===== config.mk =====
export PLATFORM = sky130hd
export DESIGN_NAME = sequenced_event_fifo
export DESIGN_NICKNAME = d
export VERILOG_FILES = /design/src/hw/rtl/sef_pkg.sv /design/src/hw/rtl/sequenced_event_fifo.sv /design/src/hw/rtl/sef_ctrl.sv /design/src/hw/rtl/sef_datapath.sv
export SDC_FILE = /design/constraint.sdc
export NUM_CORES = 2
export LEC_CHECK = 0
export BUFFER_PORTS_ARGS = -buffer_cell sky130_fd_sc_hd__clkbuf_2
export CELL_PAD_IN_SITES_DETAIL_PLACEMENT = 1
export CELL_PAD_IN_SITES_GLOBAL_PLACEMENT = 1
export CORE_MARGIN = 2
export CORE_UTILIZATION = 50
export DETAILED_ROUTE_END_ITERATION = 10
export PLACE_DENSITY = 0.7
export SYNTH_ARGS = -nofsm -noshare
export SYNTH_HDL_FRONTEND = slang
export SYNTH_HIERARCHICAL = 1
export SYNTH_SLANG_ARGS = --single-unit

===== constraint.sdc =====
create_clock -name clk -period 24.1 [get_ports clk]
set_input_delay 4.82 -clock clk [delete_from_list [all_inputs] [get_ports clk]]
set_output_delay 4.82 -clock clk [all_outputs]
set_load 0.01 [all_outputs]

===== src/hw/rtl/sef_pkg.sv =====
package sef_pkg;

    // Field widths
    localparam int KIND_W     = 2;
    localparam int SRC_W      = 32;
    localparam int ARG_W      = 64;
    localparam int OSEQ_W     = 32;
    localparam int STATUS_W   = 3;
    localparam int FILL_W     = 5;
    localparam int CFG_DATA_W = 32;
    localparam int CFG_IDX_W  = 2;

    // Stream packing
    localparam int IN_DATA_W  = 160;
    localparam int IN_USER_W  = 3;
    localparam int OUT_DATA_W = 200;
    localparam int OUT_USER_W = 5;

    // Request types
    localparam logic REQ_PUSH = 1'b0;
    localparam logic REQ_POP  = 1'b1;

    // Event kinds
    localparam logic [KIND_W-1:0] KIND_NONE = 2'd0;

    // Result status codes
    localparam logic [STATUS_W-1:0] ST_OK        = 3'd0;
    localparam logic [STATUS_W-1:0] ST_BAD_KIND  = 3'd1;
    localparam logic [STATUS_W-1:0] ST_FULL      = 3'd2;
    localparam logic [STATUS_W-1:0] ST_SEQ_EXHST = 3'd3;
    localparam logic [STATUS_W-1:0] ST_EMPTY     = 3'd4;

    // Configuration register indexes
    localparam logic [CFG_IDX_W-1:0] CFG_CAPACITY  = 2'd0;
    localparam logic [CFG_IDX_W-1:0] CFG_FIRST_SEQ = 2'd1;
    localparam logic [CFG_IDX_W-1:0] CFG_SEQ_LIMIT = 2'd2;

    // Configuration reset values
    localparam logic [FILL_W-1:0]     CAP_RESET       = 5'd16;
    localparam logic [CFG_DATA_W-1:0] FIRST_SEQ_RESET = 32'd1;
    localparam logic [CFG_DATA_W-1:0] SEQ_LIMIT_RESET = 32'hFFFF_FFFF;

    // Controller to datapath commands
    typedef struct packed {
        logic latch;   // capture the input beat
        logic exec;    // evaluate request, update queue state
        logic load;    // move result into output register
    } sef_cmd_t;

    // Datapath to controller status
    typedef struct packed {
        logic out_busy;  // output register holds a beat not yet taken
    } sef_stat_t;

endpackage


===== src/hw/rtl/sequenced_event_fifo.sv =====
// Sequence: a request beat is captured, then executed (slot write or registered
// slot read), then loaded into the output register when that register is free or being read.
// A new request beat is accepted only after the previous result has been loaded.
// Reset: rst_n is asynchronous, active low; the queue is empty, capacity 16,
// first sequence 1, sequence limit all ones. Slot contents are not cleared.
module sequenced_event_fifo
    import sef_pkg::*;
#(
    parameter int DEPTH     = 16,
    parameter int SEQ_WIDTH = 32
)
(
    input  logic                  clk,
    input  logic                  rst_n,
    // tdata: src_id[31:0], arg_first[95:32], arg_second[159:96]
    input  logic [IN_DATA_W-1:0]  s_tdata,
    // tuser: req_type[0], evt_kind[2:1]
    input  logic [IN_USER_W-1:0]  s_tuser,
    input  logic                  s_tvalid,
    output logic                  s_tready,
    // tdata: out_source[31:0], out_sequence[63:32], out_arg_first[127:64],
    //        out_arg_second[191:128], fill_level[196:192], is_empty[197],
    //        is_full[198], zero[199]
    output logic [OUT_DATA_W-1:0] m_tdata,
    // tuser: status[2:0], out_kind[4:3]
    output logic [OUT_USER_W-1:0] m_tuser,
    output logic                  m_tvalid,
    input  logic                  m_tready,
    input  logic                  cfg_we,
    input  logic [CFG_IDX_W-1:0]  cfg_index,
    input  logic [CFG_DATA_W-1:0] cfg_data
);

    sef_cmd_t  cmd;
    sef_stat_t stat;

    sef_ctrl u_ctrl (
        .clk      (clk),
        .rst_n    (rst_n),
        .s_tvalid (s_tvalid),
        .s_tready (s_tready),
        .stat     (stat),
        .cmd      (cmd)
    );

    sef_datapath #(
        .DEPTH (DEPTH),
        .SEQ_W (SEQ_WIDTH)
    ) u_datapath (
        .clk       (clk),
        .rst_n     (rst_n),
        .cmd       (cmd),
        .stat      (stat),
        .s_tdata   (s_tdata),
        .s_tuser   (s_tuser),
        .cfg_we    (cfg_we),
        .cfg_index (cfg_index),
        .cfg_data  (cfg_data),
        .m_tvalid  (m_tvalid),
        .m_tready  (m_tready),
        .m_tdata   (m_tdata),
        .m_tuser   (m_tuser)
    );

endmodule


===== src/hw/rtl/sef_ctrl.sv =====
module sef_ctrl
    import sef_pkg::*;
(
    input  logic      clk,
    input  logic      rst_n,
    input  logic      s_tvalid,
    output logic      s_tready,
    input  sef_stat_t stat,
    output sef_cmd_t  cmd
);

    localparam logic [1:0] ST_IDLE = 2'd0;
    localparam logic [1:0] ST_EXEC = 2'd1;
    localparam logic [1:0] ST_LOAD = 2'd2;

    logic [1:0] state_reg;
    logic [1:0] state_next;

    assign s_tready = (state_reg == ST_IDLE);

    // Sequencing: take beat, execute, hand result to output register
    always_comb
    begin
        state_next = state_reg;
        cmd        = '0;
        unique case (state_reg)
            ST_IDLE:
            begin
                if (s_tvalid)
                begin
                    cmd.latch  = 1'b1;
                    state_next = ST_EXEC;
                end
            end
            ST_EXEC:
            begin
                cmd.exec   = 1'b1;
                state_next = ST_LOAD;
            end
            ST_LOAD:
            begin
                if (!stat.out_busy)
                begin
                    cmd.load   = 1'b1;
                    state_next = ST_IDLE;
                end
            end
            default:
            begin
                state_next = ST_IDLE;
            end
        endcase
    end

    always_ff @(posedge clk or negedge rst_n)
    begin
        if (!rst_n)
        begin
            state_reg <= ST_IDLE;
        end
        else
        begin
            state_reg <= state_next;
        end
    end

endmodule


===== src/hw/rtl/sef_datapath.sv =====
module sef_datapath
    import sef_pkg::*;
#(
    parameter int DEPTH = 16,
    parameter int SEQ_W = 32
)
(
    input  logic                  clk,
    input  logic                  rst_n,
    input  sef_cmd_t              cmd,
    output sef_stat_t             stat,
    input  logic [IN_DATA_W-1:0]  s_tdata,
    input  logic [IN_USER_W-1:0]  s_tuser,
    input  logic                  cfg_we,
    input  logic [CFG_IDX_W-1:0]  cfg_index,
    input  logic [CFG_DATA_W-1:0] cfg_data,
    output logic                  m_tvalid,
    input  logic                  m_tready,
    output logic [OUT_DATA_W-1:0] m_tdata,
    output logic [OUT_USER_W-1:0] m_tuser
);

    localparam int IDX_W = (DEPTH > 1) ? $clog2(DEPTH) : 1;
    localparam int SUM_W = ((IDX_W > FILL_W) ? IDX_W : FILL_W) + 1;
    localparam logic [SUM_W-1:0] DEPTH_S = SUM_W'(DEPTH);

    // Configuration registers
    logic [FILL_W-1:0]     cap_reg;
    logic [CFG_DATA_W-1:0] first_seq_reg;
    logic [CFG_DATA_W-1:0] seq_limit_reg;

    // Queue state
    logic [IDX_W-1:0]  head_reg,  head_next;
    logic [FILL_W-1:0] count_reg, count_next;
    logic [SEQ_W-1:0]  seq_reg,   seq_next;

    // Captured request
    logic              req_type_reg;
    logic [KIND_W-1:0] req_kind_reg;
    logic [SRC_W-1:0]  req_src_reg;
    logic [ARG_W-1:0]  req_a0_reg;
    logic [ARG_W-1:0]  req_a1_reg;

    // Result of execution
    logic [STATUS_W-1:0] pend_status_reg, pend_status_next;
    logic [SEQ_W-1:0]    pend_seq_reg;

    // Slot storage
    logic [KIND_W-1:0] mem_kind [DEPTH];
    logic [SRC_W-1:0]  mem_src  [DEPTH];
    logic [SEQ_W-1:0]  mem_seq  [DEPTH];
    logic [ARG_W-1:0]  mem_a0   [DEPTH];
    logic [ARG_W-1:0]  mem_a1   [DEPTH];

    logic [KIND_W-1:0] rd_kind_reg;
    logic [SRC_W-1:0]  rd_src_reg;
    logic [SEQ_W-1:0]  rd_seq_reg;
    logic [ARG_W-1:0]  rd_a0_reg;
    logic [ARG_W-1:0]  rd_a1_reg;

    // Output register
    logic                  out_valid_reg;
    logic [OUT_DATA_W-1:0] out_data_reg;
    logic [OUT_USER_W-1:0] out_user_reg;

    logic [SUM_W-1:0] cap_s;
    logic [SUM_W-1:0] pos_sum;
    logic [SUM_W-1:0] pos_wrap;
    logic [SUM_W-1:0] head_inc;
    logic [IDX_W-1:0] wr_idx;
    logic             is_full_now;
    logic             push_ok;
    logic             pop_ok;

    // Effective capacity: zero counts as one, clamp at DEPTH
    always_comb
    begin
        cap_s = SUM_W'(cap_reg);
        priority if (cap_reg == '0)
        begin
            cap_s = SUM_W'(1);
        end
        else if (cap_s > DEPTH_S)
        begin
            cap_s = DEPTH_S;
        end
        else
        begin
            cap_s = SUM_W'(cap_reg);
        end
    end

    // Write slot: head plus count, wrapped once at capacity
    always_comb
    begin
        pos_sum  = SUM_W'(head_reg) + SUM_W'(count_reg);
        pos_wrap = (pos_sum >= cap_s) ? (pos_sum - cap_s) : pos_sum;
        wr_idx   = (pos_wrap >= DEPTH_S) ? '0 : pos_wrap[IDX_W-1:0];
        head_inc = SUM_W'(head_reg) + SUM_W'(1);
    end

    assign is_full_now = (SUM_W'(count_reg) >= cap_s);

    // Request decision and next queue state
    always_comb
    begin
        pend_status_next = ST_OK;
        push_ok          = 1'b0;
        pop_ok           = 1'b0;
        head_next        = head_reg;
        count_next       = count_reg;
        seq_next         = seq_reg;
        if (req_type_reg == REQ_PUSH)
        begin
            priority if (req_kind_reg == KIND_NONE)
            begin
                pend_status_next = ST_BAD_KIND;
            end
            else if (is_full_now)
            begin
                pend_status_next = ST_FULL;
            end
            else if (seq_reg == SEQ_W'(seq_limit_reg))
            begin
                pend_status_next = ST_SEQ_EXHST;
            end
            else
            begin
                push_ok    = 1'b1;
                count_next = count_reg + FILL_W'(1);
                seq_next   = seq_reg + SEQ_W'(1);
            end
        end
        else
        begin
            if (count_reg == '0)
            begin
                pend_status_next = ST_EMPTY;
            end
            else
            begin
                pop_ok     = 1'b1;
                count_next = count_reg - FILL_W'(1);
                head_next  = (head_inc >= cap_s) ? '0 : head_inc[IDX_W-1:0];
            end
        end
    end

    // Configuration and queue state registers
    always_ff @(posedge clk or negedge rst_n)
    begin
        if (!rst_n)
        begin
            cap_reg       <= CAP_RESET;
            first_seq_reg <= FIRST_SEQ_RESET;
            seq_limit_reg <= SEQ_LIMIT_RESET;
            head_reg      <= '0;
            count_reg     <= '0;
            seq_reg       <= SEQ_W'(FIRST_SEQ_RESET);
        end
        else if (cfg_we)
        begin
            unique case (cfg_index)
                CFG_CAPACITY:
                begin
                    cap_reg   <= cfg_data[FILL_W-1:0];
                    head_reg  <= '0;
                    count_reg <= '0;
                    seq_reg   <= SEQ_W'(first_seq_reg);
                end
                CFG_FIRST_SEQ:
                begin
                    first_seq_reg <= cfg_data;
                    seq_reg       <= SEQ_W'(cfg_data);
                end
                CFG_SEQ_LIMIT:
                begin
                    seq_limit_reg <= cfg_data;
                end
                default:
                begin
                end
            endcase
        end
        else if (cmd.exec)
        begin
            head_reg  <= head_next;
            count_reg <= count_next;
            seq_reg   <= seq_next;
        end
    end

    // Input beat capture and execution results
    always_ff @(posedge clk)
    begin
        if (cmd.latch)
        begin
            req_type_reg <= s_tuser[0];
            req_kind_reg <= s_tuser[2:1];
            req_src_reg  <= s_tdata[31:0];
            req_a0_reg   <= s_tdata[95:32];
            req_a1_reg   <= s_tdata[159:96];
        end
        if (cmd.exec)
        begin
            pend_status_reg <= pend_status_next;
            pend_seq_reg    <= seq_reg;
        end
    end

    // Slot memory: one write port, one registered read port at head
    always_ff @(posedge clk)
    begin
        if (cmd.exec && push_ok)
        begin
            mem_kind[wr_idx] <= req_kind_reg;
            mem_src[wr_idx]  <= req_src_reg;
            mem_seq[wr_idx]  <= seq_reg;
            mem_a0[wr_idx]   <= req_a0_reg;
            mem_a1[wr_idx]   <= req_a1_reg;
        end
        if (cmd.exec && pop_ok)
        begin
            rd_kind_reg <= mem_kind[head_reg];
            rd_src_reg  <= mem_src[head_reg];
            rd_seq_reg  <= mem_seq[head_reg];
            rd_a0_reg   <= mem_a0[head_reg];
            rd_a1_reg   <= mem_a1[head_reg];
        end
    end

    // Result assembly
    logic [KIND_W-1:0] res_kind;
    logic [SRC_W-1:0]  res_src;
    logic [SEQ_W-1:0]  res_seq;
    logic [ARG_W-1:0]  res_a0;
    logic [ARG_W-1:0]  res_a1;
    logic              res_empty;
    logic              res_full;

    always_comb
    begin
        res_kind = '0;
        res_src  = '0;
        res_seq  = '0;
        res_a0   = '0;
        res_a1   = '0;
        if (pend_status_reg == ST_OK)
        begin
            if (req_type_reg == REQ_POP)
            begin
                res_kind = rd_kind_reg;
                res_src  = rd_src_reg;
                res_seq  = rd_seq_reg;
                res_a0   = rd_a0_reg;
                res_a1   = rd_a1_reg;
            end
            else
            begin
                res_kind = req_kind_reg;
                res_src  = req_src_reg;
                res_seq  = pend_seq_reg;
                res_a0   = req_a0_reg;
                res_a1   = req_a1_reg;
            end
        end
        res_empty = (count_reg == '0);
        res_full  = (SUM_W'(count_reg) == cap_s);
    end

    // Output register
    always_ff @(posedge clk or negedge rst_n)
    begin
        if (!rst_n)
        begin
            out_valid_reg <= 1'b0;
        end
        else if (cmd.load)
        begin
            out_valid_reg <= 1'b1;
        end
        else if (m_tready)
        begin
            out_valid_reg <= 1'b0;
        end
    end

    always_ff @(posedge clk)
    begin
        if (cmd.load)
        begin
            out_data_reg <= {1'b0, res_full, res_empty, count_reg,
                             res_a1, res_a0, OSEQ_W'(res_seq), res_src};
            out_user_reg <= {res_kind, pend_status_reg};
        end
    end

    assign stat.out_busy = out_valid_reg && !m_tready;
    assign m_tvalid      = out_valid_reg;
    assign m_tdata       = out_data_reg;
    assign m_tuser       = out_user_reg;

endmodule

==> impl_metrics.csv <==
group,metric,value,unit
flow_run,maxCapViolations,0,
placement,gp_congestion,0.8105,
final_layout,fin_util,57.09,%
final_layout,nets,6915,
floorplan,dieArea,291700,µm²
worst_setup_path,cpLargestDelayFamily,"buffers and inverters",
logic_synthesis,avgSynthCellArea,23.71,µm²
floorplan,start_util,50.34,%
global_route,grtUsageTotal,24.17,%
global_route,first_global_vias,71500,
power,ir_worst_vdd,0.00006711,V
timing,min_period,7.087,ns
worst_setup_path,worst_setup_path_end_kind,"flip-flop",
timing,worst_pin_slew,1.251,ns
worst_setup_path,path_max_fanout,42,
routing,vias,66460,
clock_network,clock_sinks,3813,
final_layout,reg.largest.list,"u_datapath/mem_a0: 1024 flops, u_datapath/mem_a1: 1024 flops",
power,leakage,51.26,nW
global_route,antenna_found_initial,10,
worst_setup_path,worstPathBufferInverterCount,4,
min_path,hold_path.class,"flip-flop to flip-flop",
placement,pre_cts_ws,16.75,ns
timing,maxSlewViolCount,0,
clock_network,cts_buffer_depth,4,
clock_network,cts_max_level,5,
logic_synthesis,synth_top_area_share,77.31,%
clock_network,ctsRootBufferMaster,"clkbuf_16",
clock_network,cts_buffers,383,
logic_synthesis,synth_ff_type,"edfxtp_1",
timing,period_share,29.41,%
worst_setup_path,arrival,7.64,ns
logic_synthesis,async_flop_share,2.964,%
logic_synthesis,synth-edff-count,3700,
logic_synthesis,syn_inst,6061,
worst_setup_path,critPathLaunchType,"flip-flop",
final_layout,multi_input_area,28570,µm²
logic_synthesis,ys_ff_latch,3813,
placement,port_buffers,407,
final_layout,final_cell_mix,"3700 x edfxtp_1, 970 x mux4_2, 406 x clkbuf_2",
logic_synthesis,synth_warnings,6,
logic_synthesis,synthTopCellsByArea,"edfxtp_1 77%, mux4_2 15%, mux2i_1 1.4%",
timing,slew-limit-headroom,16.61,%
worst_setup_path,cp.required,24.65,ns
timing,hold_slack,0.4802,ns
clock_network,cts_hold_repair.buffers,0,
clock_network,clk_pin_slew,0.06,ns
floorplan,num_rows,196,
clock_network,post-cts-setup-buffers,0,
timing,tns,0,ns
run_status,status,"completed",
final_layout,final_layout_size_suffix_gt1_share,31.13,%
global_route,grt_pass1_wl,511100,µm
final_layout,regArea,114000,µm²
placement,place_area,150600,µm²
power,power.density,102.6,nW/µm²
worst_setup_path,slowest_delay,0.91,ns
placement,hpwlAfterDp,181400,µm
global_route,grt_max_degree,161,
final_layout,mostFrequentLayoutCell,"edfxtp_1",
worst_setup_path,critPathKind,"flip-flop to flip-flop",
timing,fmaxAchievable,141.1,MHz
worst_setup_path,cp_slowest_cell,"dfrtp_4",
routing,ant_nets,0,
clock_network,cts_tree,"yes",
worst_setup_path,crit_cells,15,
clock_network,insertion_delay,0.95,ns
global_route,grt-ovfl-total,0,
worst_setup_path,cpMostUsedCell,"buf_4",
routing,finalWirelength,351100,µm
clock_network,postCtsResizedCells,0,
floorplan,chipHeight,540.1,µm
min_path,whs_path_depth,0,
logic_synthesis,synth_cell_types,63,
timing,rsz0062_at_grt,"false",
timing,finalSetupViolCount,0,
worst_setup_path,path_cells,"ha_1 -> inv_1 -> fa_1 -> xnor2_1 -> ha_1 -> nor2b_1 -> o21a_1 -> o21a_1 -> o21ai_0 -> o22ai_1 -> or3_1 -> a31oi_4 -> buf_4 -> buf_4 -> buf_4",
floorplan,io_pins,409,
routing,drt-pass1-iter-count,5,
routing,viasPerCell,6.173,
routing,detail_route.wl_per_cell,32.62,µm
timing,hold_viol_final,0,
final_layout,syn_to_final_growth,13.41,%
final_layout,fin_area,163000,µm²
logic_synthesis,seq_area_frac_synth,79.31,%
logic_synthesis,syn_nets,6289,
floorplan,die_x,540.1,µm
worst_setup_path,reg2regPathDepth,15,
logic_synthesis,netlist_area,143700,µm²
timing,finalClockSkew,0.06173,ns
timing,worst_slack,17.01,ns
logic_synthesis,yosysTopAreaCell,"edfxtp_1",
routing,drcViolationCount,0,
routing,drt_iter0_drc,7930,
floorplan,core,285500,µm²
final_layout,fillers,23600,
-- cell usage after synthesis (4+ instances only) --
cell type / instances
clkbuf_1: 185
ha_1: 23
nand2_1: 78
a21oi_1: 52
xor2_1: 36
and3_1: 7
mux2_2: 74
dfstp_2: 35
nor2b_1: 9
a21o_1: 7
nor2_1: 248
nand2b_1: 8
and2_1: 8
nand4_1: 9
a32oi_1: 4
o21ai_0: 43
nor4_1: 11
or3_1: 7
o31ai_1: 6
nand3_1: 33
a32o_1: 4
dfrtp_1: 78
o22a_1: 4
edfxtp_1: 3700
inv_1: 22
a31oi_1: 6
nor3_1: 23
mux2i_1: 205
buf_1: 61
mux4_2: 970
xnor2_1: 7
buf_2: 48
-- cell type report --
cell class                      instances  share of cell area [%]
Multi-Input combinational cell       1928                   17.53
Sequential cell                      3813                   69.95
Tap cell                             3762                   2.888
Timing Repair Buffer                  538                   2.008
Clock buffer                          476                   6.153
Antenna cell                            1                0.001535
Clock inverter                        224                   1.422
Inverter                               23                 0.05297
-- cell families after synthesis --
| kind of cell | Yosys count | share of synthesized area (%) |
|---|---|---|
| flip-flops | 3813 | 79.31 |
| multiplexers | 1249 | 17.21 |
| AND/OR/NAND/NOR | 457 | 1.397 |
| buffers and inverters | 320 | 0.8907 |
| AO/OA/AOI/OAI | 150 | 0.6600 |
| XOR/XNOR | 44 | 0.2777 |
| adder cells (fa/ha/maj) | 27 | 0.2490 |
| other | 1 | 0.002609 |
-- power by group --
group | total [mW] | switching [mW] | internal (mW)
logic | 2.50 | 1.32 | 1.18
clock network | 5.85 | 2.53 | 3.32
registers | 8.37 | 0.435 | 7.94
-- layer usage --
layer | share of wire, % | GRT usage [%]
met5 | 0.0037 | 0
met3 | 7.3 | 3.793
met2 | 48 | 38.05
met4 | 2.5 | 6.324
met1 | 42 | 35.71
-- through the flow --
step / instances / total power [mW]
finish: 10770 / 16.73
global route: 10770 / 17.30
CTS: 10760 / 16.88
detailed placement: 10060 / 11.05
global placement: 10060 / 10.96
floorplan: 6061 / 10.25
-- worst paths after layout --
path | from | to | slack (ns)
max in group asynchronous | rst_n | u_datapath/first_seq_reg[8] | 18.87
worst max register to register | u_datapath/head_reg[0] | u_datapath/mem_a0[0][52] | 17.01
min in group asynchronous | rst_n | u_datapath/seq_reg[7] | 3.89
worst min register to register | u_datapath/pend_status_reg[2] | u_datapath/m_tuser[2] | 0.48
worst min-delay path | u_datapath/pend_status_reg[2] | u_datapath/m_tuser[2] | 0.48
worst max-delay path | u_datapath/head_reg[0] | u_datapath/mem_a0[0][52] | 17.01
Note: power is estimated with default switching activity, not from simulation.
